--- config.mk ---
export PLATFORM = sky130hd
export DESIGN_NAME = motion_packet_field_parser_unit_flat
export DESIGN_NICKNAME = d
export VERILOG_FILES = /design/src/rtl/mpfp_pkg.sv /design/src/rtl/mpfp_in_if.sv /design/src/rtl/mpfp_out_if.sv /design/src/rtl/mpfp_front.sv /design/src/rtl/mpfp_queue.sv /design/src/rtl/mpfp_back.sv /design/src/rtl/motion_packet_field_parser_unit.sv /design/src/flat_wrapper.sv
export VERILOG_INCLUDE_DIRS = /design/src /design/src/rtl
export SDC_FILE = /design/constraint.sdc
export NUM_CORES = 1
export LEC_CHECK = 0
export ABC_AREA = 1
export BUFFER_PORTS_ARGS = -buffer_cell sky130_fd_sc_hd__buf_2
export CORE_UTILIZATION = 35
export CTS_CLUSTER_DIAMETER = 100
export CTS_CLUSTER_SIZE = 8
export DETAILED_ROUTE_END_ITERATION = 12
export PLACE_DENSITY = 0.57
export SYNTH_ARGS = -nofsm -noshare
export SYNTH_HDL_FRONTEND = slang
export SYNTH_SLANG_ARGS = --single-unit
export TNS_END_PERCENT = 1
--- constraint.sdc ---
create_clock -name clk -period 4.15 [get_ports clk]
set_input_delay 0.83 -clock clk [delete_from_list [all_inputs] [get_ports clk]]
set_output_delay 0.83 -clock clk [all_outputs]
set_load 0.03 [all_outputs]
--- src/rtl/motion_packet_field_parser_unit_defines.svh ---
// Assertion helpers for the parser top level.
`ifndef MOTION_PACKET_FIELD_PARSER_UNIT_DEFINES_SVH
`define MOTION_PACKET_FIELD_PARSER_UNIT_DEFINES_SVH

// Same-cycle implication, checked outside reset.
`define MPFP_ASSERT_NOW(label, clk, rst_n, ante, cons) \
  label: assert property (@(posedge clk) disable iff (!rst_n) (ante) |-> (cons)) \
    else $error("mpfp same-cycle check failed");

// Next-cycle implication, checked outside reset.
`define MPFP_ASSERT_NEXT(label, clk, rst_n, ante, cons) \
  label: assert property (@(posedge clk) disable iff (!rst_n) (ante) |=> (cons)) \
    else $error("mpfp next-cycle check failed");

`endif

--- src/rtl/mpfp_pkg.sv ---
package mpfp_pkg;

  localparam logic [7:0] MAGIC_BYTE = 8'hDE;
  localparam int unsigned SEC_BYTES_MAX = 12;
  localparam int unsigned FLAG_W = 5;

  typedef enum logic [2:0] {
    KIND_ACCEL    = 3'd0,
    KIND_BUTTONS  = 3'd1,
    KIND_POINTER  = 3'd2,
    KIND_NUNCHUCK = 3'd3,
    KIND_NUNACCEL = 3'd4,
    KIND_STATUS   = 3'd5
  } kind_t;

  typedef enum logic [1:0] {
    HDR_MAGIC = 2'd0,
    HDR_SKIP  = 2'd1,
    HDR_FLAGS = 2'd2,
    HDR_BODY  = 2'd3
  } hdr_state_t;

  // Classified byte passed from front to back.
  typedef struct packed {
    logic [7:0] data_byte;
    logic       wr;
    logic [3:0] idx;
    logic       sec_vld;
    kind_t      sec;
    logic       stat_vld;
    logic       stat;
  } entry_t;

  typedef struct packed {
    kind_t              kind;
    logic signed [31:0] value_a;
    logic signed [31:0] value_b;
    logic signed [31:0] value_c;
    logic [7:0]         nun_buttons;
    logic               status;
    logic               last_of_packet;
  } out_item_t;

  function automatic logic [3:0] sec_len(input kind_t k);
    logic [3:0] len;
    unique case (k)
      KIND_ACCEL:    len = 4'd12;
      KIND_BUTTONS:  len = 4'd4;
      KIND_POINTER:  len = 4'd8;
      KIND_NUNCHUCK: len = 4'd9;
      KIND_NUNACCEL: len = 4'd12;
      default:       len = 4'd12;
    endcase
    return len;
  endfunction

endpackage

--- src/rtl/mpfp_in_if.sv ---
interface mpfp_in_if;
  logic       valid;
  logic       ready;
  logic [7:0] data_byte;
  logic       packet_end;

  modport source (output valid, output data_byte, output packet_end, input ready);
  modport sink (input valid, input data_byte, input packet_end, output ready);
endinterface

--- src/rtl/mpfp_out_if.sv ---
interface mpfp_out_if;
  logic               valid;
  logic               ready;
  logic [2:0]         kind;
  logic signed [31:0] value_a;
  logic signed [31:0] value_b;
  logic signed [31:0] value_c;
  logic [7:0]         nun_buttons;
  logic               status;
  logic               last_of_packet;

  modport source (output valid, output kind, output value_a, output value_b,
                  output value_c, output nun_buttons, output status,
                  output last_of_packet, input ready);
  modport sink (input valid, input kind, input value_a, input value_b,
                input value_c, input nun_buttons, input status,
                input last_of_packet, output ready);
endinterface

--- src/rtl/mpfp_front.sv ---
module mpfp_front
  import mpfp_pkg::*;
(
  input  logic       clk,
  input  logic       rst_n,
  mpfp_in_if.sink    in_ch,
  input  logic       q_full,
  output logic       push,
  output entry_t     push_entry
);

  hdr_state_t         hdr_r, hdr_nxt;
  logic [FLAG_W-1:0]  pend_r, pend_nxt;
  logic [3:0]         cnt_r, cnt_nxt;
  logic               drop_r, drop_nxt;

  logic               acc;
  logic               body_wr;
  kind_t              cur_sec;
  logic [3:0]         cnt_inc;
  logic               sec_done;
  logic [FLAG_W-1:0]  pend_after;

  assign in_ch.ready = !q_full;
  assign acc         = in_ch.valid && !q_full;
  assign push        = acc;

  // Lowest pending flag picks the section being gathered.
  always_comb begin
    priority if (pend_r[0]) cur_sec = KIND_ACCEL;
    else if (pend_r[1])     cur_sec = KIND_BUTTONS;
    else if (pend_r[2])     cur_sec = KIND_POINTER;
    else if (pend_r[3])     cur_sec = KIND_NUNCHUCK;
    else                    cur_sec = KIND_NUNACCEL;
  end

  assign body_wr  = !drop_r && (hdr_r == HDR_BODY) && (pend_r != '0);
  assign cnt_inc  = cnt_r + 4'd1;
  assign sec_done = body_wr && (cnt_inc >= sec_len(cur_sec));

  always_comb begin
    if (!drop_r && hdr_r == HDR_FLAGS) begin
      pend_after = in_ch.data_byte[FLAG_W-1:0];
    end else if (sec_done) begin
      pend_after = pend_r & ~(FLAG_W'(1) << cur_sec);
    end else begin
      pend_after = pend_r;
    end
  end

  // Next state.
  always_comb begin
    hdr_nxt  = hdr_r;
    pend_nxt = pend_after;
    cnt_nxt  = cnt_r;
    drop_nxt = drop_r;
    if (!drop_r) begin
      unique case (hdr_r)
        HDR_MAGIC: begin
          drop_nxt = (in_ch.data_byte != MAGIC_BYTE);
          hdr_nxt  = HDR_SKIP;
        end
        HDR_SKIP:  hdr_nxt = HDR_FLAGS;
        HDR_FLAGS: begin
          cnt_nxt = '0;
          hdr_nxt = HDR_BODY;
        end
        HDR_BODY: begin
          if (body_wr) begin
            cnt_nxt = sec_done ? 4'd0 : cnt_inc;
          end
        end
        default: hdr_nxt = HDR_MAGIC;
      endcase
    end
    if (in_ch.packet_end) begin
      hdr_nxt  = HDR_MAGIC;
      pend_nxt = '0;
      cnt_nxt  = '0;
      drop_nxt = 1'b0;
    end
  end

  // Classified transaction for the back end.
  always_comb begin
    push_entry.data_byte = in_ch.data_byte;
    push_entry.wr        = body_wr;
    push_entry.idx       = cnt_r;
    push_entry.sec_vld   = sec_done;
    push_entry.sec       = cur_sec;
    push_entry.stat_vld  = in_ch.packet_end;
    push_entry.stat      = drop_r || (hdr_r == HDR_MAGIC) || (hdr_r == HDR_SKIP) ||
                           (pend_after != '0);
  end

  always_ff @(posedge clk) begin
    if (!rst_n) begin
      hdr_r  <= HDR_MAGIC;
      pend_r <= '0;
      cnt_r  <= '0;
      drop_r <= 1'b0;
    end else if (acc) begin
      hdr_r  <= hdr_nxt;
      pend_r <= pend_nxt;
      cnt_r  <= cnt_nxt;
      drop_r <= drop_nxt;
    end
  end

endmodule

--- src/rtl/mpfp_queue.sv ---
module mpfp_queue
  import mpfp_pkg::*;
#(
  parameter int unsigned DEPTH = 4
) (
  input  logic   clk,
  input  logic   rst_n,
  input  logic   push,
  input  entry_t push_entry,
  output logic   full,
  input  logic   pop,
  output logic   head_vld,
  output entry_t head
);

  localparam int unsigned PTR_W = (DEPTH > 1) ? $clog2(DEPTH) : 1;
  localparam int unsigned CNT_W = $clog2(DEPTH + 1);
  localparam logic [PTR_W-1:0] LAST_PTR = PTR_W'(DEPTH - 1);

  entry_t           mem_r [DEPTH];
  logic [PTR_W-1:0] wr_ptr_r, rd_ptr_r;
  logic [CNT_W-1:0] cnt_r;
  logic             do_push, do_pop;

  assign full     = (cnt_r == CNT_W'(DEPTH));
  assign head_vld = (cnt_r != '0);
  assign head     = mem_r[rd_ptr_r];
  assign do_push  = push && !full;
  assign do_pop   = pop && head_vld;

  always_ff @(posedge clk) begin
    if (do_push) begin
      mem_r[wr_ptr_r] <= push_entry;
    end
  end

  always_ff @(posedge clk) begin
    if (!rst_n) begin
      wr_ptr_r <= '0;
      rd_ptr_r <= '0;
      cnt_r    <= '0;
    end else begin
      if (do_push) begin
        wr_ptr_r <= (wr_ptr_r == LAST_PTR) ? '0 : wr_ptr_r + PTR_W'(1);
      end
      if (do_pop) begin
        rd_ptr_r <= (rd_ptr_r == LAST_PTR) ? '0 : rd_ptr_r + PTR_W'(1);
      end
      unique case ({do_push, do_pop})
        2'b10:   cnt_r <= cnt_r + CNT_W'(1);
        2'b01:   cnt_r <= cnt_r - CNT_W'(1);
        default: cnt_r <= cnt_r;
      endcase
    end
  end

endmodule

--- src/rtl/mpfp_back.sv ---
module mpfp_back
  import mpfp_pkg::*;
(
  input  logic      clk,
  input  logic      rst_n,
  input  logic      head_vld,
  input  entry_t    head,
  output logic      pop,
  mpfp_out_if.source out_ch
);

  logic [7:0]  bytes_r [SEC_BYTES_MAX];
  logic [7:0]  view [SEC_BYTES_MAX];
  logic        phase_r, phase_nxt;
  logic        out_vld_r, out_vld_nxt;
  out_item_t   out_r, out_nxt;
  logic        can_load, load, two_items, needs_out;
  out_item_t   sec_item, stat_item;
  logic [31:0] w0, w1, w4, w5, w8;

  // Merge the incoming byte so a section completes in the same step.
  always_comb begin
    for (int i = 0; i < SEC_BYTES_MAX; i++) begin
      view[i] = (head.wr && head.idx == 4'(i)) ? head.data_byte : bytes_r[i];
    end
  end

  assign w0 = {view[0], view[1], view[2],  view[3]};
  assign w1 = {view[1], view[2], view[3],  view[4]};
  assign w4 = {view[4], view[5], view[6],  view[7]};
  assign w5 = {view[5], view[6], view[7],  view[8]};
  assign w8 = {view[8], view[9], view[10], view[11]};

  always_comb begin
    sec_item      = '0;
    sec_item.kind = head.sec;
    unique case (head.sec)
      KIND_BUTTONS: sec_item.value_a = w0;
      KIND_POINTER: begin
        sec_item.value_a = w0;
        sec_item.value_b = w4;
      end
      KIND_NUNCHUCK: begin
        sec_item.value_a     = w1;
        sec_item.value_b     = w5;
        sec_item.nun_buttons = view[0];
      end
      default: begin
        sec_item.value_a = w0;
        sec_item.value_b = w4;
        sec_item.value_c = w8;
      end
    endcase
  end

  always_comb begin
    stat_item                = '0;
    stat_item.kind           = KIND_STATUS;
    stat_item.status         = head.stat;
    stat_item.last_of_packet = 1'b1;
  end

  assign can_load  = !out_vld_r || out_ch.ready;
  assign two_items = head.sec_vld && head.stat_vld;
  assign needs_out = head.sec_vld || head.stat_vld;
  assign load      = head_vld && needs_out && can_load;
  // Hold the entry for a second step when it yields section then status.
  assign pop       = head_vld && (!needs_out || (can_load && (phase_r || !two_items)));

  always_comb begin
    phase_nxt   = phase_r;
    out_nxt     = out_r;
    out_vld_nxt = out_vld_r && !out_ch.ready;
    if (load) begin
      out_vld_nxt = 1'b1;
      if (head.sec_vld && !phase_r) begin
        out_nxt   = sec_item;
        phase_nxt = two_items;
      end else begin
        out_nxt   = stat_item;
        phase_nxt = 1'b0;
      end
    end
  end

  always_ff @(posedge clk) begin
    if (head_vld && head.wr) begin
      bytes_r[head.idx] <= head.data_byte;
    end
    out_r <= out_nxt;
  end

  always_ff @(posedge clk) begin
    if (!rst_n) begin
      phase_r   <= 1'b0;
      out_vld_r <= 1'b0;
    end else begin
      phase_r   <= phase_nxt;
      out_vld_r <= out_vld_nxt;
    end
  end

  assign out_ch.valid          = out_vld_r;
  assign out_ch.kind           = out_r.kind;
  assign out_ch.value_a        = out_r.value_a;
  assign out_ch.value_b        = out_r.value_b;
  assign out_ch.value_c        = out_r.value_c;
  assign out_ch.nun_buttons    = out_r.nun_buttons;
  assign out_ch.status         = out_r.status;
  assign out_ch.last_of_packet = out_r.last_of_packet;

endmodule

--- src/rtl/motion_packet_field_parser_unit.sv ---
// Motion datagram parser: feed one datagram byte per transaction on in_ch, with
// packet_end set on the last byte. The front end checks the 0xDE magic, skips
// byte 1, latches the five section flags from byte 2 and tags every body byte
// with its section and offset. The back end collects the bytes and emits one
// out_ch transaction per completed section (accel, buttons, pointer, nunchuck,
// nunchuck accel; words big-endian, coordinates left as raw Q11.20), then a
// status transaction (last_of_packet set) on the final byte. A packet that is
// short, has a bad magic or ends inside a flagged section reports rejected;
// sections already sent stand, trailing bytes are dropped. Throughput is one
// byte per clock while the queue has room; a final byte that also completes
// a section yields two output transactions, absorbed by the QUEUE_DEPTH-entry
// queue between front and back. Results pass the queue and output register.
module motion_packet_field_parser_unit
  import mpfp_pkg::*;
#(
  parameter int unsigned QUEUE_DEPTH = 4
) (
  input  logic       clk,
  input  logic       rst_n,
  mpfp_in_if.sink    in_ch,
  mpfp_out_if.source out_ch
);

  `include "motion_packet_field_parser_unit_defines.svh"

  logic   q_push, q_full, q_pop, q_head_vld;
  entry_t q_push_entry, q_head;

  // Classify bytes and advance the header/section state.
  mpfp_front u_front (
    .clk        (clk),
    .rst_n      (rst_n),
    .in_ch      (in_ch),
    .q_full     (q_full),
    .push       (q_push),
    .push_entry (q_push_entry)
  );

  // Decouple classification from result delivery.
  mpfp_queue #(
    .DEPTH (QUEUE_DEPTH)
  ) u_queue (
    .clk        (clk),
    .rst_n      (rst_n),
    .push       (q_push),
    .push_entry (q_push_entry),
    .full       (q_full),
    .pop        (q_pop),
    .head_vld   (q_head_vld),
    .head       (q_head)
  );

  // Assemble sections and drive the output register.
  mpfp_back u_back (
    .clk      (clk),
    .rst_n    (rst_n),
    .head_vld (q_head_vld),
    .head     (q_head),
    .pop      (q_pop),
    .out_ch   (out_ch)
  );

  // Status transactions carry only the verdict and the end marker.
  `MPFP_ASSERT_NOW(a_status_shape, clk, rst_n, out_ch.valid && out_ch.kind == KIND_STATUS, out_ch.last_of_packet && out_ch.value_a == 0 && out_ch.nun_buttons == 0)
  // Section transactions never carry a verdict or end marker.
  `MPFP_ASSERT_NOW(a_section_shape, clk, rst_n, out_ch.valid && out_ch.kind != KIND_STATUS, !out_ch.status && !out_ch.last_of_packet)
  // An entry that yields section and status must not leave the queue early.
  `MPFP_ASSERT_NEXT(a_two_item_hold, clk, rst_n, q_head_vld && q_head.sec_vld && q_head.stat_vld && !q_pop, q_head_vld && q_head.stat_vld)

endmodule
--- src/flat_wrapper.sv ---
// flat-port wrapper written by rule: the top's interface ports become plain ports
module motion_packet_field_parser_unit_flat import mpfp_pkg::*;
#(
  parameter int unsigned QUEUE_DEPTH = 4
)
  (clk, rst_n, in_ch_valid, in_ch_data_byte, in_ch_packet_end, in_ch_ready, out_ch_valid, out_ch_kind, out_ch_value_a, out_ch_value_b, out_ch_value_c, out_ch_nun_buttons, out_ch_status, out_ch_last_of_packet, out_ch_ready);
  mpfp_in_if in_ch_i ();
  mpfp_out_if out_ch_i ();
  input  logic clk;
  input  logic rst_n;
  input wire logic [$bits(in_ch_i.valid)-1:0] in_ch_valid;
  input wire logic [$bits(in_ch_i.data_byte)-1:0] in_ch_data_byte;
  input wire logic [$bits(in_ch_i.packet_end)-1:0] in_ch_packet_end;
  output wire logic [$bits(in_ch_i.ready)-1:0] in_ch_ready;
  output wire logic [$bits(out_ch_i.valid)-1:0] out_ch_valid;
  output wire logic [$bits(out_ch_i.kind)-1:0] out_ch_kind;
  output wire logic [$bits(out_ch_i.value_a)-1:0] out_ch_value_a;
  output wire logic [$bits(out_ch_i.value_b)-1:0] out_ch_value_b;
  output wire logic [$bits(out_ch_i.value_c)-1:0] out_ch_value_c;
  output wire logic [$bits(out_ch_i.nun_buttons)-1:0] out_ch_nun_buttons;
  output wire logic [$bits(out_ch_i.status)-1:0] out_ch_status;
  output wire logic [$bits(out_ch_i.last_of_packet)-1:0] out_ch_last_of_packet;
  input wire logic [$bits(out_ch_i.ready)-1:0] out_ch_ready;
  assign in_ch_i.valid = in_ch_valid;
  assign in_ch_i.data_byte = in_ch_data_byte;
  assign in_ch_i.packet_end = in_ch_packet_end;
  assign in_ch_ready = in_ch_i.ready;
  assign out_ch_valid = out_ch_i.valid;
  assign out_ch_kind = out_ch_i.kind;
  assign out_ch_value_a = out_ch_i.value_a;
  assign out_ch_value_b = out_ch_i.value_b;
  assign out_ch_value_c = out_ch_i.value_c;
  assign out_ch_nun_buttons = out_ch_i.nun_buttons;
  assign out_ch_status = out_ch_i.status;
  assign out_ch_last_of_packet = out_ch_i.last_of_packet;
  assign out_ch_i.ready = out_ch_ready;
  motion_packet_field_parser_unit #(.QUEUE_DEPTH(QUEUE_DEPTH)) u_core (.clk(clk), .rst_n(rst_n), .in_ch(in_ch_i), .out_ch(out_ch_i));
endmodule
== Word level (Yosys, flattened, before mapping) ==
Memories as Yosys holds them, arrays and structs flattened. A register that Yosys moved wholly into a read port is not among the register bits.
Index checks and enable logic that the tools add are counted.
W data, S select, Z words.
Storage, ports and cells
  register bits: 130
  output and inout bits: 111
  memory bits (writable): 172
  memories: 2
  input bits: 13
Cells by class
  bitwise operators: 3
  mux-type cells: 45
  reduce and logical (&&, ||, !) cells: 53
  shifts and indexed selects: 1
  $add $sub $neg: 5
  eq/ne operators: 28
  magnitude comparators: 1
Memories
  u_core.u_back.bytes_r: depth 12, width 8, read ports 12, clocked after memory_dff 3, wr ports 1, RTL line mpfp_back.sv:12  | logic [7:0] bytes_r [SEC_BYTES_MAX];
  u_core.u_queue.mem_r: depth 4, width 19, read ports 1, clocked after memory_dff 1, wr ports 1, RTL line mpfp_queue.sv:20  | entry_t mem_r [DEPTH];
Operators with widths (number)
  $mux W8: 12
  $pmux W32 S2: 1
  $mux W32: 1
  $logic_and A1 B1 Y1: 27
  $eq A4 B3 Y1 const B: 4
  $eq A4 B4 Y1 const B: 4
  $mux W4: 4
  $mux W5: 3
  $eq A3 B2 Y1 const B: 4
  $mux W2: 6
  $mux W3: 4
  $pmux W4 S3: 1
  $eq A2 B2 Y1 const B: 5
  $mux W1: 10
  $reduce_bool A5 Y1: 2
  $eq A4 B2 Y1 const B: 2
  $ne A8 B8 Y1 const B: 1
  $pmux W4 S2: 1
  $logic_not A1 Y1: 7
  $logic_or A1 B1 Y1: 7
  $eq A3 B1 Y1 const B: 2
  $pmux W2 S3: 1
  $pmux W3 S2: 1
  $reduce_bool A3 Y1: 2
  other kinds (22): 24

== Logic depth before layout (Yosys ltp) ==
Gate-level depths: netlist of the first run.
  word-level depth: 13
  depth in mapped cells: 18
  gate-level depth less buffers: 15

== Cells and area by module ==
From an unflattened synthesis of the first run, not the netlist that was laid out.
Second synthesis, totals
  cell total of the unflattened synthesis: 1284
  area total of the unflattened synthesis: 13539.2 sq um
Modules (own cells, without submodules)
  mpfp_back: area each 9128.8 sq um, cells each 871, instances 1
  mpfp_queue: area each 3350.7 sq um, cells each 254, instances 1
  mpfp_front: area each 1059.8 sq um, cells each 159, instances 1

== Worst setup path before layout of the first run ==
No wires, ideal clock.
  path kind: register -> register
  from: register (tool-made name)
  to: register, netlist name out_ch_value_c[0]
  required time: 3688 ps
  arrival time: 3346 ps
  path buffers: 3
  cell stages (with the launch flop): 10
  clock period less this slack: 3809 ps
  slack: 341 ps
  cell sequence: dfxtp_1 -> buf_6 -> buf_4 -> buf_2 -> nand2_1 -> nand3_1 -> nand2_1 -> a21oi_1 -> nand2_1 -> inv_1

==> impl_results.md, run 1 <==
* Clock slew seen by the registers of the worst setup and hold paths at 50 ps
* Via density per instance at 4.747
* Core Rows at 70
* Final min period at 2883 ps
* Antenna violations before repair at 0
* Number of maximum-capacitance violations at 0
* Critical Setup Path Class: reg -> reg
* Number of endpoints with negative hold slack in the final report at 0
* Initial core utilization at 35.75%
* Ratio of total power to cell area at 837.1 nW/um2
* Number of nets in the final layout at 1399
* Required time at the worst-slack endpoint at 4310 ps
* Capture instance of the worst register-to-register path: u_core.u_back.bytes_r[5][1]
* Die W at 196.1 um
* Combinational family with the most area after synthesis: simple AND/OR/NAND/NOR gates
* Post-synthesis compound-gate area fraction at 4.177%
* Post-synthesis mux area share at 0%
* Crit end category: register
* Worst ir drop on vdd at 403.9 uV
* Kind of launch point of the worst setup path: register
* Arrival time of the worst setup path at 3050 ps
* Total placed instance area at 14340 um2
* Max-slew headroom at the worst pin at 55.95%
* Layout overhead on the synthesized area at 18.17%
* Register-to-register setup slack at 1270 ps
* Wire length of the first global-routing pass at 48890 um
* Initial DRT Pass Iterations at 5
* CTS Buffer Depth at 3
* Setup crit end: u_core.u_back.bytes_r[5][1]
* Core area at 36870 um2
* Post-synthesis sequential area ratio at 67.51%
* Root buffer cell: clkbuf_16
* Number of cells produced by synthesis at 1218
* Setup repair after global routing missed its margin: false
* Fraction of final layout cells with drive strength greater than 1 at 16.93%
* Xor/xnor cell area share of the yosys netlist at 0.1329%
* Overall overflow remaining after global route at 0
* Yosys warning total at 0
* Number of remaining DRC errors at 0
* # H-tree levels at 2
* Post-synthesis simple-gate area fraction at 20.68%
* Total wirelength of the detailed-routed design at 31880 um
* Distinct cells, synth at 39
* Post-CTS Setup Bufs at 0
* Clock latency at the later pin of the worst-skew pair at 540 ps
* Clock Sink Count at 304
* Clk_skew at 26.80 ps
* I/O pin cnt at 124
* Number of buffers inserted during clock tree synthesis at 44
* Setup violation total in the final timing report at 0
* Achievable clock frequency at 346.9 MHz
* Worst Reg2Reg Path Length in Cells at 9
* Via count of the first global-routing pass at 8659
* Remaining antenna violation count after routing at 0
* Area of the die at 38440 um2
* Post-route cell area at 15580 um2
* Slew of the pin with the lowest slew margin at 658.3 ps
* Die outline height at 196.1 um
* Count of buffers inserted at the top-level ports at 123
* DP HPWL at 21530 um
* Antenna fix cells at 0
* Run status: finished clean
* Largest net degree at the start of global routing at 74
* Cts-stage hold buffer count at 0
* Max-slew violations at 0
* Final weighted congestion in routability-driven placement at 0.8411
* Post-synth net total at 1246
* Count of routing violations after the opening detailed-route iteration at 565
* Path category of the worst min-delay check: reg -> reg
* Global router's overall resource usage at 16.71%
* CTS tree: yes
* Number of synthesized register bits at 304
* Average wire per cell in the routed design at 16.85 um
* P_leak at 6.439 nW
* CTS-repair resized insts at 0
* Mapped Avg Cell Area at 10.82 um2
* Final critical-path share of the clock period at 69.47%
* Final-layout setup total negative slack at 0 ps
* Via count at 8981
* Largest driver fanout on the critical path at 22
* Adder-cell share of the synthesized area at 1.481%
* Post-synthesis cell area at 13180 um2
power by group:
| part | leakage (nW) | internal (mW) | switching, mW | total (mW) |
|---|---|---|---|---|
| Combinational | 3.04 | 1.07 | 3.84 | 4.91 |
| Clock | 0.594 | 1.99 | 1.23 | 3.22 |
| Sequential | 2.81 | 4.66 | 0.252 | 4.91 |
cells in the mapped netlist, drive strengths merged:
cell / number / share of area [%]
o21ai: 71 / 2.7
clkinv: 4 / 0.14
edfxtp: 281 / 64
inv: 138 / 3.9
fa: 1 / 0.15
ha: 14 / 1.3
a211oi: 2 / 0.11
nand2: 290 / 8.8
xnor2: 2 / 0.13
dfxtp: 23 / 3.5
nand3b: 2 / 0.21
nand3: 195 / 7.5
a21oi: 22 / 0.92
clkbuf: 3 / 0.085
a31oi: 1 / 0.047
nand4: 2 / 0.095
nor3b: 1 / 0.057
buf: 33 / 1.8
o22ai: 1 / 0.047
nor2: 124 / 4.0
o211ai: 5 / 0.32
nor3: 3 / 0.11
worst max-delay path, cell delays in order (launching register included):
cell,delay (ps)
dfxtp_1,300
buf_4,280
inv_2,230
nand3_1,140
nand2_1,100
inv_2,60
nand2_1,90
nor2_4,390
nand2_1,310
nor2_1,580
state kept, by name (all words and copies together) (netlist names), 2 cells and up, named ones only:
signal                            count
out_ch_value_c                       24
u_core.u_back.bytes_r                96
u_core.u_back.out_ch.kind             3
u_core.u_back.out_ch.nun_buttons      8
u_core.u_back.out_ch.value_a         32
u_core.u_back.out_ch.value_b         32
u_core.u_back.out_ch.value_c          8
u_core.u_front.cnt_r                  4
u_core.u_front.hdr_r                  2
u_core.u_front.pend_r                 5
u_core.u_queue.cnt_r                  3
u_core.u_queue.mem_r                 76
u_core.u_queue.rd_ptr_r               2
u_core.u_queue.wr_ptr_r               2
worst min-delay path by stage:
stage                             start                        to  slack [ps]  depth (start not counted)
4_1_cts        u_core.u_front.pend_r[4]  u_core.u_front.pend_r[4]         470                          2
6_report       u_core.u_front.pend_r[4]  u_core.u_front.pend_r[4]         460                          2
3_3_place_gp   u_core.u_front.pend_r[4]  u_core.u_front.pend_r[4]         460                          2
3_5_place_dp   u_core.u_front.pend_r[4]  u_core.u_front.pend_r[4]         460                          2
5_1_grt        u_core.u_front.pend_r[4]  u_core.u_front.pend_r[4]         500                          2
2_1_floorplan  u_core.u_front.pend_r[4]  u_core.u_front.pend_r[4]         450                          2
routing by layer:
metal | global-route usage [%] | vias up | wire length (um) | share of wire, %
met5 | 0 | - | 0 | 0
met4 | 6.105 | 0 | 843 | 2.6
met3 | 3.043 | 58 | 1612 | 5.1
met2 | 27.73 | 273 | 15380 | 48
met1 | 21.84 | 4215 | 14050 | 44
li1 | - | 4435 | - | -
layout make-up:
cell class	count	area [um2]
Inverter	142	541.8
Timing Repair Buffer	143	778.2
Tap cell	504	630.6
Clock inverter	3	28.78
Sequential cell	304	8899
Multi-Input combinational cell	736	3495
Clock buffer	60	1204
Fill cell	3518	21300
cell usage in the layout (no fill, tap or decap), drive strengths merged, types with 5 or more instances in the layout:
| cell | netlist | layout |
|---|---|---|
| a21oi | 22 | 22 |
| buf | 33 | 143 |
| clkbuf | 3 | 60 |
| clkinv | 4 | 6 |
| dfxtp | 23 | 23 |
| edfxtp | 281 | 281 |
| ha | 14 | 14 |
| inv | 138 | 138 |
| nand2 | 290 | 290 |
| nand3 | 195 | 195 |
| nor2 | 124 | 124 |
| o211ai | 5 | 5 |
| o21ai | 71 | 71 |
per-stage QoR:
step	hold WS (ps)	utilization, %	power (mW)	instances	worst slack, ps
final	464.8	42.24	13.04	1892	1267
after detailed placement	458.9	38.90	9.937	1829	1330
after floorplan	445.3	-	8.343	1218	341.4
after global placement	456.0	38.90	9.885	1829	1319
after CTS	466.6	42.24	13.17	1892	1302
after global routing	503.0	42.24	13.75	1892	980.7
cell families (layout without fill, tap and decap cells):
kind of cell | count (synthesis) | after routing
and+or+nand+nor | 617 | 617
DFF | 304 | 304
xor gates and xnor gates | 2 | 2
AOI/OAI and AO/OA | 102 | 102
adders and majority gates | 15 | 15
buffers and inverters | 178 | 348
Power figures use the tool's default switching activity.
==> inputs of run 2 (changes only) <==
Settings changed: PLACE_DENSITY 0.57 to 0.59.
Clock period 4.15 ns to 2.5 ns, I/O delays scaled along.
==> run 2 against run 1 <==
  * Final area grew 2.4%
  * Cell count is 2.5% higher
  * Worst hold slack worse by 240 ps
  * Critical path depth rose by 4
  * Sequential power grew 65%
  * Count of clock-buffer cells in the layout down 1
  * Maximum frequency is 25% higher
  * Combinational power rose by 81%
  * First-iteration DRC count up 2.7%
  * Global-route usage grew 0.061 points
  * Core utilization up 1.0 points
  * Worst setup slack worse by 1100 ps
==> impl_results.md, run 2 (synthesized netlist as in run 1, its figures left out) <==
* Ratio of total power to cell area at 1392 nW/um2
* Max-slew violations at 0
* Total wirelength of the detailed-routed design at 32330 um
* Via count of the first global-routing pass at 8737
* Worst ir drop on vdd at 483.1 uV
* Layout fillers at 3435
* Most common cell after layout, fill and taps aside: edfxtp_1
* Largest register FFs at 96
* Max-slew headroom at the worst pin at 60.84%
* # H-tree levels at 2
* Setup violation total in the final timing report at 0
* Worst Reg2Reg Path Length in Cells at 13
* I/O pin cnt at 124
* Kind of launch point of the worst setup path: register
* Layout overhead on the synthesized area at 21.04%
* Core area at 36870 um2
* Number of buffers inserted during clock tree synthesis at 43
* CTS tree: yes
* Worst path slowest cell: dfxtp_2
* Final min period at 2310 ps
* Achievable clock frequency at 432.8 MHz
* End point of the most critical hold path: u_core.u_queue.mem_r[3][18]
* Final weighted congestion in routability-driven placement at 0.8442
* Number of nets in the final layout at 1447
* Final critical-path share of the clock period at 92.41%
* Area of the die at 38440 um2
* P_leak at 6.668 nW
* Number of endpoints with negative hold slack in the final report at 0
* Clock latency at the later pin of the worst-skew pair at 540 ps
* Average wire per cell in the routed design at 16.67 um
* Largest register by flop count: u_core.u_back.bytes_r
* Core Rows at 70
* Remaining antenna violation count after routing at 0
* Initial core utilization at 35.75%
* Clock slew seen by the registers of the worst setup and hold paths at 50 ps
* Top Registers: u_core.u_back.bytes_r x96, u_core.u_queue.mem_r x76
* Die outline height at 196.1 um
* Antenna violations before repair at 0
* Root buffer cell: clkbuf_16
* Worst setup timing slack at the placement stage at 80.92 ps
* Via count at 9282
* Run status: finished clean
* Most frequent cell on the critical path: nand2_1
* Arrival time of the worst setup path at 2550 ps
* Die W at 196.1 um
* Critical Setup Path Class: reg -> reg
* Fraction of final layout cells with drive strength greater than 1 at 20.14%
* Slew of the pin with the lowest slew margin at 585.2 ps
* Global router's overall resource usage at 16.77%
* Fin util at 43.27%
* Antenna fix cells at 0
* Count of buffers inserted at the top-level ports at 123
* Worst setup slack after layout at 189.7 ps
* Required time at the worst-slack endpoint at 2740 ps
* Initial DRT Pass Iterations at 5
* CP cell instances: ha_1 -> xnor2_1 -> inv_1 -> ha_1 -> nand2_1 -> inv_1 -> nand2_1 -> nand2_1 -> nand2_2 -> o21ai_0 -> nand2_1 -> nor2_1 -> nand3b_1
* Overall overflow remaining after global route at 0
* Wire length of the first global-routing pass at 49260 um
* Total power after layout at 22.21 mW
* Largest net degree at the start of global routing at 57
* Post-CTS Setup Bufs at 0
* Largest driver fanout on the critical path at 9
* DP HPWL at 21960 um
* Cell count after placement at 1878
* Longest individual stage delay on the worst path at 360 ps
* Setup repair after global routing missed its margin: true
* Number of remaining DRC errors at 0
* Capture instance of the worst register-to-register path: u_core.u_queue.mem_r[0][0]
* Count of routing violations after the opening detailed-route iteration at 580
* Number of maximum-capacitance violations at 0
* Non-filler instance count after layout at 1939
* CTS Buffer Depth at 3
* Clock Sink Count at 304
* Via density per instance at 4.787
* Sequential cell area in the final layout at 8905 um2
* Register-to-register setup slack at 190 ps
* Crit end category: register
* Final-layout setup total negative slack at 0 ps
* Start point of the worst min-delay path: in_ch_data_byte[7]
* Path category of the worst min-delay check: in -> reg
* Area of the multi-input gates at 3506 um2
* R2R Path Start: u_core.u_front.cnt_r[0]
* Highest-count cells in the layout ignoring fill and taps: edfxtp_1, nand2_1, nand3_1
* Clk_skew at 20.65 ps
* Hold path cells at 1
## run 2: changes by cell type in the layout (fill, tap and decap cells not counted), sizes merged
cell    before  now
buf        143  192
clkbuf      60   59
clkinv       6    5
## run 2: layer usage
| metal | vias up | global-route usage (%) | routed length (um) | part of all wire, % |
|---|---|---|---|---|
| met4 | 0 | 6.568 | 1072 | 3.3 |
| met2 | 309 | 26.82 | 15050 | 47 |
| met1 | 4362 | 22.62 | 14300 | 44 |
| met5 | - | 0 | 0 | 0 |
| met3 | 74 | 3.043 | 1907 | 5.9 |
| li1 | 4537 | - | - | - |
## run 2: where the power goes
part	total, mW	internal (mW)	switching, mW
sequential	8.10	7.72	0.382
combinational	8.91	2.29	6.62
clock	5.21	3.17	2.04
total	22.2	13.2	9.04
## run 2: what timing repair did
action | 4_1_cts | 5_1_grt
resized for setup | 0 | 8
setup endpoints to repair | 0 | 8
hold buffers | 0 | 0
## run 2: worst max-delay path: cells and delay by family, from the launching register on
family,cells,cell delay [ps]
simple gates,7,640
fa+ha+maj,2,490
flops,1,360
compound gates,1,220
xor+xnor,1,200
buf+inv,2,110
## run 2: layout make-up
class                      instances  area share [%]
tap                              504           3.953
multi-input combinational        736           21.97
clock inverter                     2          0.1568
clock buffer                      59           7.254
inverter                         142           3.404
timing repair buffer             192           7.443
sequential                       304           55.82
## run 2: worst max-delay path by stage
stage                                       to                     from  slack [ps]
global route           u_core.u_queue.cnt_r[2]                 register         -20
CTS                 u_core.u_queue.mem_r[0][0]  u_core.u_front.cnt_r[0]          60
floorplan                    out_ch_value_c[0]                 register        -580
finish              u_core.u_queue.mem_r[0][0]  u_core.u_front.cnt_r[0]         190
detailed placement  u_core.u_queue.mem_r[3][0]  u_core.u_front.cnt_r[0]          80
global placement    u_core.u_queue.mem_r[3][0]  u_core.u_front.cnt_r[0]          80
## run 2: stage by stage
| step | area, um2 | hold slack, ps |
|---|---|---|
| CTS | 15940 | 207.4 |
| detailed placement | 14760 | 463.4 |
| global route | 15950 | 205.4 |
| finish | 15950 | 224.0 |
| floorplan | 13230 | 445.3 |
| global placement | 14760 | 459.3 |
